===== src/assert_macros.svh =====
// Assertion helpers shared by the RTL. Checks compile out under SYNTHESIS.
`ifndef ASSERT_MACROS_SVH
`define ASSERT_MACROS_SVH

`ifndef SYNTHESIS

// Property must hold at every clock edge outside reset.
`define ASSERT_CLK(label, clk, rst_n, prop) \
    label: assert property (@(posedge clk) disable iff (!rst_n) prop) \
        else $error("assertion failed");

// Condition must never be true at a clock edge outside reset.
`define ASSERT_NEVER(label, clk, rst_n, cond) \
    label: assert property (@(posedge clk) disable iff (!rst_n) !(cond)) \
        else $error("forbidden condition seen");

`else

`define ASSERT_CLK(label, clk, rst_n, prop)
`define ASSERT_NEVER(label, clk, rst_n, cond)

`endif

`endif


===== src/ccfd_pkg.sv =====
package ccfd_pkg;

    localparam int HEADER_BYTES = 8;
    localparam int CRC_BYTES    = 2;
    localparam int POS_W        = 17;

    localparam logic [POS_W-1:0] POS_MAX = {POS_W{1'b1}};

    // Fixed header positions
    localparam logic [POS_W-1:0] POS_START_FIRST  = POS_W'(0);
    localparam logic [POS_W-1:0] POS_START_SECOND = POS_W'(1);
    localparam logic [POS_W-1:0] POS_VERSION      = POS_W'(2);
    localparam logic [POS_W-1:0] POS_TYPE         = POS_W'(3);
    localparam logic [POS_W-1:0] POS_SEQ_LO       = POS_W'(4);
    localparam logic [POS_W-1:0] POS_SEQ_HI       = POS_W'(5);
    localparam logic [POS_W-1:0] POS_LEN_LO       = POS_W'(6);
    localparam logic [POS_W-1:0] POS_LEN_HI       = POS_W'(7);
    localparam logic [POS_W-1:0] POS_PAYLOAD      = POS_W'(HEADER_BYTES);
    // Position of the final byte in the shortest legal frame
    localparam logic [POS_W-1:0] POS_MIN_LAST     = POS_W'(HEADER_BYTES + CRC_BYTES - 1);

    localparam logic [15:0] CRC_INIT = 16'hFFFF;
    localparam logic [15:0] CRC_POLY = 16'hA001;

    localparam int CFG_IDX_W = 2;
    localparam logic [CFG_IDX_W-1:0] CFG_START_FIRST  = CFG_IDX_W'(0);
    localparam logic [CFG_IDX_W-1:0] CFG_START_SECOND = CFG_IDX_W'(1);
    localparam logic [CFG_IDX_W-1:0] CFG_VERSION      = CFG_IDX_W'(2);
    localparam logic [CFG_IDX_W-1:0] CFG_MAX_PAYLOAD  = CFG_IDX_W'(3);

    localparam logic [7:0]  RST_START_FIRST  = 8'h00;
    localparam logic [7:0]  RST_START_SECOND = 8'h00;
    localparam logic [7:0]  RST_VERSION      = 8'h01;
    localparam logic [15:0] RST_MAX_PAYLOAD  = 16'd256;

    typedef enum logic [2:0] {
        ST_OK           = 3'd0,
        ST_SHORT        = 3'd1,
        ST_BAD_START    = 3'd2,
        ST_BAD_VERSION  = 3'd3,
        ST_TOO_LARGE    = 3'd4,
        ST_LEN_MISMATCH = 3'd5,
        ST_CRC_MISMATCH = 3'd6
    } t_status;

    typedef enum logic {
        KIND_PAYLOAD = 1'b0,
        KIND_STATUS  = 1'b1
    } t_kind;

    typedef struct packed {
        logic [7:0]  start_byte_first;
        logic [7:0]  start_byte_second;
        logic [7:0]  protocol_version;
        logic [15:0] max_payload;
    } t_cfg;

    typedef struct packed {
        t_kind       kind;
        logic [7:0]  payload_byte;
        logic [15:0] payload_index;
        logic [7:0]  frame_type;
        logic [15:0] sequence_number;
        logic [15:0] payload_length;
        t_status     status_code;
        logic [15:0] received_crc;
        logic [15:0] computed_crc;
    } t_result;

    // CRC-16/MODBUS, one byte, LSB first
    function automatic logic [15:0] crc16_byte(input logic [15:0] crc, input logic [7:0] b);
        logic [15:0] c;
        c = crc ^ {8'h00, b};
        for (int k = 0; k < 8; k++) begin
            c = c[0] ? ((c >> 1) ^ CRC_POLY) : (c >> 1);
        end
        return c;
    endfunction

endpackage


===== src/ccfd_regs.sv =====
module ccfd_regs
    import ccfd_pkg::*;
(
    input  logic                 i_clk,
    input  logic                 i_rst_n,
    input  logic                 i_cfg_valid,
    input  logic [CFG_IDX_W-1:0] i_cfg_index,
    input  logic [15:0]          i_cfg_data,
    output logic                 o_cfg_ready,
    output t_cfg                 o_cfg
);

    t_cfg r_cfg;
    t_cfg n_cfg;

    assign o_cfg_ready = 1'b1;
    assign o_cfg       = r_cfg;

    always_comb begin
        n_cfg = r_cfg;
        if (i_cfg_valid) begin
            case (i_cfg_index)
                CFG_START_FIRST:  n_cfg.start_byte_first  = i_cfg_data[7:0];
                CFG_START_SECOND: n_cfg.start_byte_second = i_cfg_data[7:0];
                CFG_VERSION:      n_cfg.protocol_version  = i_cfg_data[7:0];
                CFG_MAX_PAYLOAD:  n_cfg.max_payload       = i_cfg_data;
                default:          n_cfg = r_cfg;
            endcase
        end
    end

    always_ff @(posedge i_clk) begin
        if (!i_rst_n) begin
            r_cfg.start_byte_first  <= RST_START_FIRST;
            r_cfg.start_byte_second <= RST_START_SECOND;
            r_cfg.protocol_version  <= RST_VERSION;
            r_cfg.max_payload       <= RST_MAX_PAYLOAD;
        end else begin
            r_cfg <= n_cfg;
        end
    end

endmodule


===== src/ccfd_parse.sv =====
`include "assert_macros.svh"

module ccfd_parse
    import ccfd_pkg::*;
(
    input  logic       i_clk,
    input  logic       i_rst_n,
    input  logic       i_accept,
    input  logic [7:0] i_data_byte,
    input  logic       i_end_of_frame,
    input  t_cfg       i_cfg,
    output logic       o_res_valid,
    output t_result    o_res
);

    logic [POS_W-1:0] r_pos,      n_pos;
    logic [15:0]      r_crc,      n_crc;
    logic             r_start_ok, n_start_ok;
    logic             r_ver_ok,   n_ver_ok;
    logic [7:0]       r_type,     n_type;
    logic [15:0]      r_seq,      n_seq;
    logic [15:0]      r_len,      n_len;
    logic [15:0]      r_rx_crc,   n_rx_crc;

    logic [POS_W-1:0] payload_end;
    logic             in_payload;
    t_status          status;

    assign payload_end = POS_PAYLOAD + {1'b0, r_len};
    assign in_payload  = (r_pos >= POS_PAYLOAD) && (r_pos < payload_end);

    // Frame state update for the byte on the input
    always_comb begin
        n_start_ok = r_start_ok;
        n_ver_ok   = r_ver_ok;
        n_type     = r_type;
        n_seq      = r_seq;
        n_len      = r_len;
        case (r_pos)
            POS_START_FIRST:  if (i_data_byte != i_cfg.start_byte_first)  n_start_ok = 1'b0;
            POS_START_SECOND: if (i_data_byte != i_cfg.start_byte_second) n_start_ok = 1'b0;
            POS_VERSION:      n_ver_ok = (i_data_byte == i_cfg.protocol_version);
            POS_TYPE:         n_type   = i_data_byte;
            POS_SEQ_LO:       n_seq    = {r_seq[15:8], i_data_byte};
            POS_SEQ_HI:       n_seq    = {i_data_byte, r_seq[7:0]};
            POS_LEN_LO:       n_len    = {r_len[15:8], i_data_byte};
            POS_LEN_HI:       n_len    = {i_data_byte, r_len[7:0]};
            default:          n_type   = r_type;
        endcase

        if (r_pos >= POS_VERSION && (r_pos < POS_PAYLOAD || in_payload)) begin
            n_crc = crc16_byte(r_crc, i_data_byte);
        end else begin
            n_crc = r_crc;
        end

        n_rx_crc = {i_data_byte, r_rx_crc[15:8]};
        n_pos    = (r_pos == POS_MAX) ? r_pos : r_pos + POS_W'(1);
    end

    // Status of a frame ending on this byte, first failing check wins
    always_comb begin
        if (r_pos < POS_MIN_LAST) begin
            status = ST_SHORT;
        end else if (!n_start_ok) begin
            status = ST_BAD_START;
        end else if (!n_ver_ok) begin
            status = ST_BAD_VERSION;
        end else if (n_len > i_cfg.max_payload) begin
            status = ST_TOO_LARGE;
        end else if (r_pos != ({1'b0, n_len} + POS_MIN_LAST)) begin
            status = ST_LEN_MISMATCH;
        end else if (n_rx_crc != n_crc) begin
            status = ST_CRC_MISMATCH;
        end else begin
            status = ST_OK;
        end
    end

    always_comb begin
        o_res       = '0;
        o_res_valid = 1'b0;
        if (i_end_of_frame) begin
            o_res_valid           = i_accept;
            o_res.kind            = KIND_STATUS;
            o_res.frame_type      = n_type;
            o_res.sequence_number = n_seq;
            o_res.payload_length  = n_len;
            o_res.status_code     = status;
            o_res.received_crc    = n_rx_crc;
            o_res.computed_crc    = n_crc;
        end else if (in_payload && (r_len <= i_cfg.max_payload)) begin
            o_res_valid         = i_accept;
            o_res.kind          = KIND_PAYLOAD;
            o_res.payload_byte  = i_data_byte;
            o_res.payload_index = 16'(r_pos - POS_PAYLOAD);
        end
    end

    always_ff @(posedge i_clk) begin
        if (!i_rst_n || (i_accept && i_end_of_frame)) begin
            r_pos      <= '0;
            r_crc      <= CRC_INIT;
            r_start_ok <= 1'b1;
            r_ver_ok   <= 1'b1;
            r_type     <= '0;
            r_seq      <= '0;
            r_len      <= '0;
            r_rx_crc   <= '0;
        end else if (i_accept) begin
            r_pos      <= n_pos;
            r_crc      <= n_crc;
            r_start_ok <= n_start_ok;
            r_ver_ok   <= n_ver_ok;
            r_type     <= n_type;
            r_seq      <= n_seq;
            r_len      <= n_len;
            r_rx_crc   <= n_rx_crc;
        end
    end

    `ASSERT_CLK(a_eof_restarts_frame, i_clk, i_rst_n, (i_accept && i_end_of_frame) |=> (r_pos == '0 && r_crc == CRC_INIT))
    `ASSERT_CLK(a_pos_advances, i_clk, i_rst_n, (i_accept && !i_end_of_frame && r_pos != POS_MAX) |=> (r_pos == $past(r_pos) + POS_W'(1)))
    `ASSERT_NEVER(a_payload_in_header, i_clk, i_rst_n, o_res_valid && o_res.kind == KIND_PAYLOAD && r_pos < POS_PAYLOAD)

endmodule


===== src/ccfd_out_buf.sv =====
`include "assert_macros.svh"

module ccfd_out_buf
    import ccfd_pkg::*;
(
    input  logic    i_clk,
    input  logic    i_rst_n,
    input  logic    i_push,
    input  t_result i_res,
    output logic    o_full,
    output logic    o_valid,
    output t_result o_res,
    input  logic    i_stall
);

    logic    r_main_valid;
    logic    r_skid_valid;
    t_result r_main;
    t_result r_skid;
    logic    pop;

    assign pop     = r_main_valid && !i_stall;
    assign o_valid = r_main_valid;
    assign o_res   = r_main;
    // Skid entry busy: hold off new items
    assign o_full  = r_skid_valid;

    always_ff @(posedge i_clk) begin
        if (!i_rst_n) begin
            r_main_valid <= 1'b0;
            r_skid_valid <= 1'b0;
        end else if (r_skid_valid) begin
            if (pop) begin
                r_skid_valid <= 1'b0;
            end
        end else if (i_push) begin
            if (r_main_valid && !pop) begin
                r_skid_valid <= 1'b1;
            end else begin
                r_main_valid <= 1'b1;
            end
        end else if (pop) begin
            r_main_valid <= 1'b0;
        end
    end

    always_ff @(posedge i_clk) begin
        if (r_skid_valid) begin
            if (pop) begin
                r_main <= r_skid;
            end
        end else if (i_push) begin
            if (r_main_valid && !pop) begin
                r_skid <= i_res;
            end else begin
                r_main <= i_res;
            end
        end
    end

    `ASSERT_NEVER(a_skid_without_main, i_clk, i_rst_n, r_skid_valid && !r_main_valid)
    `ASSERT_NEVER(a_push_when_full, i_clk, i_rst_n, i_push && r_skid_valid)
    `ASSERT_CLK(a_skid_drains, i_clk, i_rst_n, (r_skid_valid && pop) |=> (r_main_valid && !r_skid_valid))

endmodule


===== src/crc_checked_frame_deframer.sv =====
// Frame deframer with CRC-16/MODBUS check. Takes one frame byte per cycle
// while o_in_stall is low, no gap needed between frames; i_end_of_frame
// flags the last byte. Each payload byte of a frame whose length is within
// the configured maximum comes out as a registered kind-0 result, and the
// last byte of the frame gives one kind-1 status result (type, sequence,
// length, error code, carried and computed CRC) in place of any payload
// byte. The CRC is updated a whole byte per cycle, so input and output each
// run at one transfer per cycle when not stalled; a two-entry output buffer
// keeps the input moving while one entry is free and raises o_in_stall only
// once both entries are full. Payload of a frame whose status is not ok must
// be discarded. Configuration registers are to be written through the cfg
// port only while no frame is in flight; the block does not enforce this.
module crc_checked_frame_deframer
    import ccfd_pkg::*;
(
    input  logic                 i_clk,
    input  logic                 i_rst_n,

    input  logic                 i_cfg_valid,
    output logic                 o_cfg_ready,
    input  logic [CFG_IDX_W-1:0] i_cfg_index,
    input  logic [15:0]          i_cfg_data,

    input  logic                 i_in_valid,
    output logic                 o_in_stall,
    input  logic [7:0]           i_data_byte,
    input  logic                 i_end_of_frame,

    output logic                 o_out_valid,
    input  logic                 i_out_stall,
    output logic                 o_kind,
    output logic [7:0]           o_payload_byte,
    output logic [15:0]          o_payload_index,
    output logic [7:0]           o_frame_type,
    output logic [15:0]          o_sequence_number,
    output logic [15:0]          o_payload_length,
    output logic [2:0]           o_status_code,
    output logic [15:0]          o_received_crc,
    output logic [15:0]          o_computed_crc
);

    t_cfg    cfg;
    t_result res;
    t_result out_res;
    logic    res_valid;
    logic    buf_full;
    logic    in_accept;

    assign in_accept  = i_in_valid && !buf_full;
    assign o_in_stall = buf_full;

    ccfd_regs u_regs (
        .i_clk       (i_clk),
        .i_rst_n     (i_rst_n),
        .i_cfg_valid (i_cfg_valid),
        .i_cfg_index (i_cfg_index),
        .i_cfg_data  (i_cfg_data),
        .o_cfg_ready (o_cfg_ready),
        .o_cfg       (cfg)
    );

    ccfd_parse u_parse (
        .i_clk          (i_clk),
        .i_rst_n        (i_rst_n),
        .i_accept       (in_accept),
        .i_data_byte    (i_data_byte),
        .i_end_of_frame (i_end_of_frame),
        .i_cfg          (cfg),
        .o_res_valid    (res_valid),
        .o_res          (res)
    );

    ccfd_out_buf u_out_buf (
        .i_clk   (i_clk),
        .i_rst_n (i_rst_n),
        .i_push  (res_valid),
        .i_res   (res),
        .o_full  (buf_full),
        .o_valid (o_out_valid),
        .o_res   (out_res),
        .i_stall (i_out_stall)
    );

    assign o_kind            = out_res.kind;
    assign o_payload_byte    = out_res.payload_byte;
    assign o_payload_index   = out_res.payload_index;
    assign o_frame_type      = out_res.frame_type;
    assign o_sequence_number = out_res.sequence_number;
    assign o_payload_length  = out_res.payload_length;
    assign o_status_code     = out_res.status_code;
    assign o_received_crc    = out_res.received_crc;
    assign o_computed_crc    = out_res.computed_crc;

endmodule

===== config.mk =====
export PLATFORM = sky130hd
export DESIGN_NAME = crc_checked_frame_deframer
export DESIGN_NICKNAME = d
export VERILOG_FILES = /design/src/ccfd_pkg.sv /design/src/ccfd_regs.sv /design/src/ccfd_parse.sv /design/src/ccfd_out_buf.sv /design/src/crc_checked_frame_deframer.sv
export VERILOG_INCLUDE_DIRS = /design/src /design/src/src
export SDC_FILE = /design/constraint.sdc
export NUM_CORES = 1
export LEC_CHECK = 0
export BUFFER_PORTS_ARGS = -buffer_cell sky130_fd_sc_hd__buf_2
export CAP_MARGIN = 30
export CORE_ASPECT_RATIO = 0.8
export CORE_UTILIZATION = 35
export DETAILED_ROUTE_END_ITERATION = 7
export GPL_TIMING_DRIVEN = 0
export PLACE_DENSITY = 0.55
export SLEW_MARGIN = 0
export SYNTH_ARGS = -nofsm -noshare
export SYNTH_HDL_FRONTEND = slang
export SYNTH_SLANG_ARGS = --single-unit

===== constraint.sdc =====
create_clock -name i_clk -period 13.84 [get_ports i_clk]
set_clock_uncertainty 0.2 [all_clocks]
set_input_delay 2.768 -clock i_clk [delete_from_list [all_inputs] [get_ports i_clk]]
set_output_delay 2.768 -clock i_clk [all_outputs]
set_load 0.05 [all_outputs]

# --- Yosys cells after proc, flatten, opt, wreduce, memory -nomap -nowiden ---
# Cells that the tools add are included.
word_totals:
  inputBits: 32
  n_memories: 0
  reg_bits: 333
  rom_bits: 0
  out_inout_bits: 103
  word_cells: 137
  latchBits: 0
  ram_bits: 0
classes:
  magnitude_cmp: 7
  n_mul: 0
  bitwise_logic: 11
  n_div: 0
  n_addsub: 4
  shift: 0
  n_eq_ne: 19
  n_reduce_logical: 25
  n_mux: 39
op_table:
  columns: ["op", "n"]
  rows:
  - ["$mux W100", 4]
  - ["$mux W16", 9]
  - ["$mux W75", 1]
  - ["$eq A17 B3 Y1 const B", 4]
  - ["$pmux W16 S2", 2]
  - ["$mux W24", 2]
  - ["$eq A17 B2 Y1 const B", 2]
  - ["$lt A17 B4 Y1 const B", 2]
  - ["$not A2 Y3", 8]
  - ["$mux W3", 6]
  - ["$add A16 B4 Y17 const B", 1]
  - ["$add A17 B1 Y17 const B", 1]
  - ["$add A4 B16 Y17 const A", 1]
  - ["$eq A17 B1 Y1 const B", 1]
  - ["$eq A17 B17 Y1 const B", 1]
  - ["$ge A17 B2 Y1 const B", 1]
  - ["$ge A17 B4 Y1 const B", 1]
  - ["$logic_not A17 Y1", 1]
  - ["$lt A17 B17 Y1", 1]
  - ["$ne A17 B17 Y1", 1]
  - ["$gt A16 B16 Y1", 1]
  - ["$le A16 B16 Y1", 1]
  - ["$ne A16 B16 Y1", 1]
  - ["$ne A8 B8 Y1", 2]
  - ["18 further kinds", 50]

# --- Depth between registers and ports, before layout ---
# Gate-level depths: netlist of run 1.
logic_depth:
  ltp_word: 29
  mapped_depth: 18
  mapped_depth_nobuf: 17

# --- Hierarchy ---
# From an unflattened synthesis of run 1, not the netlist that was laid out.
hier_totals:
  cells_unflattened: 1548
  area_unflattened_um2: 17071.4
by_module_without_submodules:
  columns: ["mod", "cells_each", "instances", "area_each_um2", "seq_area_each_um2"]
  rows:
  - ["ccfd_parse", 1068, 1, 7987.7, 1661.6]
  - ["ccfd_out_buf", 325, 1, 7551.0, 6045.8]
  - ["ccfd_regs", 154, 1, 1519.0, 800.8]
  - ["crc_checked_frame_deframer", 1, 1, 13.8, 0.0]

# --- Worst setup path before layout of run 1 ---
# OpenSTA, ideal clock, no wires.
synth_path:
  kind: "in2reg"
  startpoint: "input i_in_valid"
  endpoint: "register u_out_buf.r_main, in the netlist u_out_buf.o_res[0], enable pin"
  cell_stages: 5
  setup_slack_ns: 2.116
  path_buffers: 2
  arrival_ns: 10.818
  required_time_ns: 12.934
  setup_ns: 0.706
  path_cell_list: "nor2b_1 -> clkbuf_1 -> clkbuf_1 -> nand2_1 -> o31ai_1"
synth_between:
  elab_chain_len: 5
synth_rtl:
  columns: ["item", "line_no", "rtl"]
  rows:
  - ["from (decl)", "crc_checked_frame_deframer.sv:24", "input logic i_in_valid,"]
  - ["$logic_and A1 B1 Y1 *", "crc_checked_frame_deframer.sv:49", "assign in_accept = i_in_valid && !buf_full;"]
  - ["$mux W1", "ccfd_parse.sv:92", "end else if (in_payload && (r_len <= i_cfg.max_payload)) begin"]
  - ["$mux W1 *", "ccfd_parse.sv:83", "if (i_end_of_frame) begin"]
  - ["$reduce_bool A2 Y1 (no line) *", null, null]
  - ["$reduce_and A3 Y1 (no line) *", null, null]
  - ["to (signal assigned)", "ccfd_out_buf.sv:50", "r_main <= r_skid;"]
  - ["to (signal assigned)", "ccfd_out_buf.sv:56", "r_main <= i_res;"]
  - ["to (decl)", "ccfd_out_buf.sv:18", "t_result r_main;"]
# Every way passes the cells marked *; elsewhere a longest branch is shown, timed or not.
# A chain may end at the register's enable or synchronous reset.

# --- Worst setup path in the final report of run 1 ---
layout_path:
  startpoint: "input i_data_byte[1]"
  endpoint: "register u_out_buf.r_main, in the netlist u_out_buf.o_res[34], data pin"
layout_between:
  elab_cells_between_ends: 38
  cone_classes: "1 x add/sub; 1 x order compare; 5 x eq/ne; 24 x mux; 7 x bitwise"
layout_lines:
  columns: ["item", "line_no", "rtl"]
  rows:
  - ["from (decl)", "crc_checked_frame_deframer.sv:26", "input logic [7:0] i_data_byte,"]
  - ["$pmux W16 S2 *", "ccfd_parse.sv:39", "case (r_pos)"]
  - ["named net u_parse.n_len[1]", "ccfd_parse.sv:22", "logic [15:0] r_len, n_len;"]
  - ["$add A16 B4 Y17", "ccfd_parse.sv:71", "end else if (r_pos != ({1'b0, n_len} + POS_MIN_LAST)) begin"]
  - ["$ne A17 B17 Y1", "ccfd_parse.sv:71", null]
  - ["$mux W3", "ccfd_parse.sv:71", null]
  - ["$mux W3 *", "ccfd_parse.sv:69", "end else if (n_len > i_cfg.max_payload) begin"]
  - ["$mux W3 *", "ccfd_parse.sv:67", "end else if (!n_ver_ok) begin"]
  - ["$mux W3 *", "ccfd_parse.sv:65", "end else if (!n_start_ok) begin"]
  - ["$mux W3 *", "ccfd_parse.sv:63", "if (r_pos < POS_MIN_LAST) begin"]
  - ["$mux W75 *", "ccfd_parse.sv:83", null]
  - ["$mux W100 *", "ccfd_out_buf.sv:53", "if (r_main_valid && !pop) begin"]
  - ["$mux W100 *", "ccfd_out_buf.sv:52", "end else if (i_push) begin"]
  - ["$mux W100 *", "ccfd_out_buf.sv:48", "if (r_skid_valid) begin"]
# The timed path passes the listed nets; every way through them passes the cells marked *. The select of a mux whose other input is x is not followed.

==> out/results.tsv, run 1 <==
metric	value	unit
vias	13700	
grt_max_degree	21	
dieArea	49300	um2
cp_cell_sequence	clkbuf_1 > clkbuf_1 > a22oi_1 > inv_1 > ha_1 > o21ai_1 > a21oi_2 > and4b_1 > o21ai_2 > a2111oi_4 > and4_1 > a31oi_1	
final_area	19900	um2
cts_sinks	325	
holdCritPathClass	reg2reg	
crit_fanout	10	
synth.net_count	1772	
drv_cap	0	
synthArstFlopShare	0	
max_freq	0.153	GHz
cts_tree	yes	
overflow	0	
synth_cell_type_count	98	
diodes	0	
worst-endpoint-arrival	6.59	ns
grt_pass1_wl	81500	um
outcome	complete, no violations	
dpl_cell_area	18700	um2
cts_buffer_depth	3	
synth.cell_area	16900	um2
cp_num_cells	12	
areaGrowthSynthToFinish	17.6	%
ys_seq_area_frac	0.502	
die_h	199	um
max_slew.worst_pin.slew	1.08	ns
fin_nets	1960	
grt_antenna_before_repair	0	
vias_per_cell	5.42	
period_share	0.471	
rr_worst_depth	16	
avgSynthCellArea	10.1	um2
root_buffer	clkbuf_16	
crit_path_end_kind	flip-flop	
setup_viol	0	
setup_ws	7.32	ns
htree_num_levels	2	
routed_wl	54700	um
port_buffers	128	
post-cts-setup-buffers	0	
p_leak	7.34	nW
synthCells	1682	
maxSlewViolCount	0	
dominantRegCellSynth	edfxtp_1	
cts-resized-gates	0	
route.detailed.drc	0	
drt_first_pass_iters	5	
first_global_vias	13000	
drtAntennaViolNets	0	
io_pins	135	
start_kind	input port	
ctsHoldBuffers	0	
grt_usage	0.222	
setup_tns	0	ns
slew_headroom	0.279	
vdd_drop_max	0.0000606	V
hold_depth	2	
dp_hpwl	40900	um
drive_gt1_frac	0.154	
critPathSlowestCell	clkbuf_1	
synth_edf_count	200	
crit_required	13.90	ns
drt-initial-drc-count	1081	
routedWlPerCell	21.7	um
final_util	0.420	
pre_cts_slack	6.83	ns
initial_utilization	0.357	
slowest_delay	0.82	ns
ys_seq_elements	325	
rsz0062_at_grt	no	
final-hold-violation-count	0	
period_needed	6.52	ns
clock_latency	0.57	ns
fp.dieW	248	um
cts_made_buffers	38	
cp_top_family	buffers and inverters	
fin_hold_ws	0.261	ns
path_common_cell	clkbuf_1	
synth_warnings	0	
worstSetupPathType	in2reg	
cp.buffers_inverters	3	
core_area	47400	um2
cts.clk_slew.worst_paths	0.05	ns
powerDensity	118	nW/um2
place_congestion	0.957	
num_rows	71	
-- worst min-delay path: cells and delay by family, from the launching register on --
family,cells,cell delay (ns)
flops,1,0.30
compound gates,1,0.06
simple gates,1,0.05
-- cell usage after synthesis, types with 16 or more instances --
master / number / area share
xor2_1: 38 / 0.020
ha_1: 58 / 0.043
clkbuf_1: 82 / 0.018
and2_1: 18 / 0.0066
mux2i_1: 32 / 0.019
edfxtp_1: 200 / 0.35
nor2b_1: 20 / 0.0074
nand2_1: 238 / 0.053
o31ai_1: 85 / 0.038
a21oi_1: 44 / 0.013
a21boi_0: 22 / 0.0097
nor3_1: 24 / 0.0071
xnor2_1: 82 / 0.042
nand3_1: 51 / 0.015
mux2_2: 18 / 0.012
inv_1: 48 / 0.011
nor2_1: 188 / 0.042
o211ai_1: 16 / 0.0071
a21o_1: 23 / 0.010
o21ai_0: 31 / 0.0092
a22oi_1: 38 / 0.017
nand4_1: 25 / 0.0092
dfxtp_1: 125 / 0.15
-- logic make-up after synthesis --
family | Yosys count | synth area share
mux | 50 | 0.0309
compound gates | 328 | 0.141
simple gates | 629 | 0.174
other cells | 1 | 0.000221
buf+inv | 170 | 0.0464
flops | 325 | 0.502
xor+xnor | 121 | 0.0630
fa+ha+maj | 58 | 0.0428
-- final timing paths --
check                    from             endpoint  slack, ns
max            i_data_byte[1]  u_out_buf.o_res[34]       7.32
min reg2reg   u_regs.o_cfg[9]      u_regs.o_cfg[9]       0.26
min           u_regs.o_cfg[9]      u_regs.o_cfg[9]       0.26
max reg2reg  u_parse.r_pos[1]  u_out_buf.o_res[32]       8.44
-- stage by stage --
step	total power, mW	std cells
after floorplan	1.30	1682
after global placement	1.39	2430
after detailed placement	1.40	2449
after CTS	2.38	2519
after global routing	2.44	2520
final	2.36	2520
-- where the power goes --
part           leakage, nW  internal (mW)  switching (mW)
Clock                0.591          0.558           0.419
Combinational         3.86         0.0931           0.213
Sequential            2.88           1.05          0.0183
-- cell usage in the layout (no fill, tap or decap), types with 7 or more instances in the layout --
| cell type | count |
|---|---|
| nand3_1 | 51 |
| clkbuf_8 | 7 |
| buf_2 | 131 |
| clkbuf_1 | 92 |
| buf_1 | 11 |
| o21ai_0 | 31 |
| a21boi_0 | 22 |
| inv_1 | 48 |
| buf_8 | 14 |
| xnor2_1 | 82 |
| o31ai_1 | 84 |
| nand4_1 | 25 |
| and3_1 | 10 |
| edfxtp_1 | 200 |
| a21oi_1 | 44 |
| a21o_1 | 23 |
| clkbuf_16 | 39 |
| mux2_2 | 18 |
| mux2i_1 | 32 |
| nor2b_1 | 20 |
| dfxtp_1 | 125 |
| nor3_1 | 24 |
| clkinv_2 | 8 |
| and4_1 | 7 |
| nand2_1 | 238 |
| and2_1 | 18 |
| ha_1 | 58 |
| a211oi_1 | 13 |
| xor2_1 | 38 |
| buf_6 | 11 |
| nor2_1 | 188 |
| o211ai_1 | 16 |
| a22oi_1 | 38 |
-- registers in the layout, summed over array words and instances, names as in the netlist, 8 cells and up --
signal / cells
u_parse.r_crc: 16
u_out_buf.o_res: 100
u_parse.r_pos: 17
u_parse.r_rx_crc: 8
u_parse.r_seq: 16
u_regs.o_cfg: 40
u_parse.r_type: 8
u_parse.r_len: 16
u_out_buf.r_skid: 100
-- per-layer routing --
layer | routed length, um | track usage | part of all wire | vias to the layer above
li1 | - | - | - | 6401
met1 | 26100 | 0.319 | 0.48 | 6700
met2 | 23300 | 0.331 | 0.43 | 467
met3 | 3300 | 0.0352 | 0.060 | 101
met4 | 1940 | 0.0836 | 0.036 | 0
met5 | 0 | 0 | 0 | -
-- final cells by class --
class,instances,area [um2]
Timing Repair Buffer,148,983
Clock buffer,52,1050
Multi-Input combinational cell,1187,7680
Fill cell,4670,27500
Clock inverter,18,148
Tap cell,620,776
Buffer,117,588
Sequential cell,325,8510
Inverter,53,199
(Power assumes the default switching activity.)
==> run 2: changes to the inputs <==
PLACE_DENSITY = 0.57   (was 0.55)
clock period = 5.4 ns   (was 13.84 ns; I/O delays follow)
==> run 2 against run 1 <==
Compared with the run above:
- sequential power grew to 2.6 times the previous value
- routed wire length decreased by 2.0%
- largest power group unchanged
- cell count is 0.20% lower
- via count down 0.63%
- critical path depth is 4 higher
- non-clock buffer count fell by 3
- worst setup slack worse by 7.1 ns
- power rose to 2.6 times the previous value
==> out/results.tsv, run 2 (synthesis gave the netlist of run 1 again) <==
metric	value	unit
vias	13600	
clock_latency	0.56	ns
powerDensity	303	nW/um2
wl_met3	3630	um
max_slew.worst_pin.slew	1.13	ns
htree_num_levels	2	
wl_met2	22900	um
fin_hold_ws	0.266	ns
route.layer.met1.wl	25200	um
p_int	4.40	mW
crit_path_end_kind	flip-flop	
outcome	complete, no violations	
switchingPower	1.64	mW
final_common_cell	nand2_1	
fin_nets	1956	
routed_wl	53600	um
maxSlewViolCount	0	
filler_cell_count	4647	
multiInputGateArea	7720	um2
register_area	8510	um2
cts_sinks	325	
p_sw_frac	0.271	
grt_max_degree	21	
initial_utilization	0.357	
start_kind	flip-flop	
reg2reg_from	u_parse.r_pos[1]	
crit_required	5.59	ns
cts_tree	yes	
vdd_drop_max	0.000191	V
setup_viol	0	
drtAntennaViolNets	0	
final-hold-violation-count	0	
num_rows	71	
overflow	0	
p_leak	7.31	nW
ctsHoldBuffers	0	
dieArea	49300	um2
max_freq	0.194	GHz
dp_hpwl	40400	um
routedWlPerCell	21.3	um
rsz0062_at_grt	no	
core_area	47400	um2
period_share	0.953	
rr_worst_depth	16	
diodes	0	
areaGrowthSynthToFinish	17.5	%
crit_path_start	u_parse.r_pos[1]	
cts_made_buffers	37	
top_layer	met4	
vias_per_cell	5.40	
cts_buffer_depth	3	
cp-endpoint	u_out_buf.o_res[32]	
holdCritPathClass	reg2reg	
ff2ff_setup_slack	0.26	ns
worst-endpoint-arrival	5.34	ns
mostFrequentLayoutCells	236 x nand2_1, 200 x edfxtp_1, 187 x nor2_1	
route.detailed.drc	0	
grt_usage	0.219	
r2r_end	u_out_buf.o_res[32]	
dpl_cell_area	18700	um2
root_buffer	clkbuf_16	
drv_cap	0	
drt_first_pass_iters	6	
pwr-share-clk	0.416	
combPwrFrac	0.128	
cts.clk_slew.worst_paths	0.07	ns
period_needed	5.14	ns
drive_gt1_frac	0.158	
final_area	19900	um2
drt-initial-drc-count	1131	
crit_fanout	9	
port_buffers	128	
grt_pass1_wl	80300	um
fp.dieW	248	um
io_pins	135	
first_global_vias	13100	
die_h	199	um
grt_antenna_before_repair	1	
place_congestion	0.965	
slew_headroom	0.248	
seq_power_share	0.456	
worstSetupPathType	reg2reg	
==> run 2: layout make-up <==
| type | instances | share of cell area |
|---|---|---|
| well taps | 620 | 0.0390 |
| repair buffers | 145 | 0.0449 |
| flip-flops and latches | 325 | 0.427 |
| multi-input cells | 1187 | 0.388 |
| inverters | 53 | 0.00999 |
| clock inverters | 19 | 0.00999 |
| clock buffers | 49 | 0.0503 |
| plain buffers | 117 | 0.0305 |
==> run 2: worst min-delay path by stage <==
stage                                   from                  to  slack [ns]  cells after the start
after floorplan           u_parse.r_start_ok  u_parse.r_start_ok        0.24                      2
after global placement    u_parse.r_start_ok  u_parse.r_start_ok        0.25                      2
after detailed placement  u_parse.r_start_ok  u_parse.r_start_ok        0.25                      2
after CTS                 u_parse.r_start_ok  u_parse.r_start_ok        0.26                      2
after global routing        u_regs.o_cfg[14]    u_regs.o_cfg[14]        0.29                      2
final                     u_parse.r_start_ok  u_parse.r_start_ok        0.27                      2
==> run 2: power by group through the flow <==
stage / sequential [mW] / combinational, mW / clock (mW)
finish: 2.75 / 0.773 / 2.52
global route: 2.76 / 0.837 / 2.67
detailed placement: 2.80 / 0.767 / 0
floorplan: 2.92 / 0.398 / 0
CTS: 2.75 / 0.770 / 2.57
global placement: 2.81 / 0.744 / 0
==> run 2: critical path, cell delays in order (launching register included) <==
cell and delay [ns]:
dfxtp_1 0.55, ha_1 0.40, nor4b_4 0.66, nand3_1 0.23, a22oi_2 0.44, inv_1 0.10
ha_1 0.30, a21o_1 0.17, a21o_1 0.17, a21o_1 0.16, a21o_1 0.18, a21o_1 0.18
a21o_1 0.17, a221o_1 0.42, a31o_2 0.26, a21o_1 0.18, a31oi_1 0.19
==> run 2: repair_timing <==
item                                    in CTS  in global routing
endpoints found under the setup margin       0                 43
resized for setup                            0                  2
setup buffers                                0                  2
==> run 2: layer usage <==
layer | vias to the layer above | track usage
li1 | 6393 | -
met1 | 6600 | 0.314
met3 | 96 | 0.0387
met4 | 0 | 0.0782
met2 | 494 | 0.327
met5 | - | 0
==> run 2: metrics by stage <==
| step | cells | setup slack (ns) | total power [mW] | TNS [ns] | util |
|---|---|---|---|---|---|
| floorplan | 1682 | -0.266 | 3.32 | -27.81 | - |
| global placement | 2430 | -2.16 | 3.55 | -396.21 | 0.389 |
| detailed placement | 2444 | -0.0142 | 3.57 | -0.0142 | 0.393 |
| CTS | 2512 | 0.00837 | 6.09 | 0 | 0.419 |
| global route | 2515 | 0.0822 | 6.27 | 0 | 0.420 |
| finish | 2515 | 0.255 | 6.04 | 0 | 0.420 |
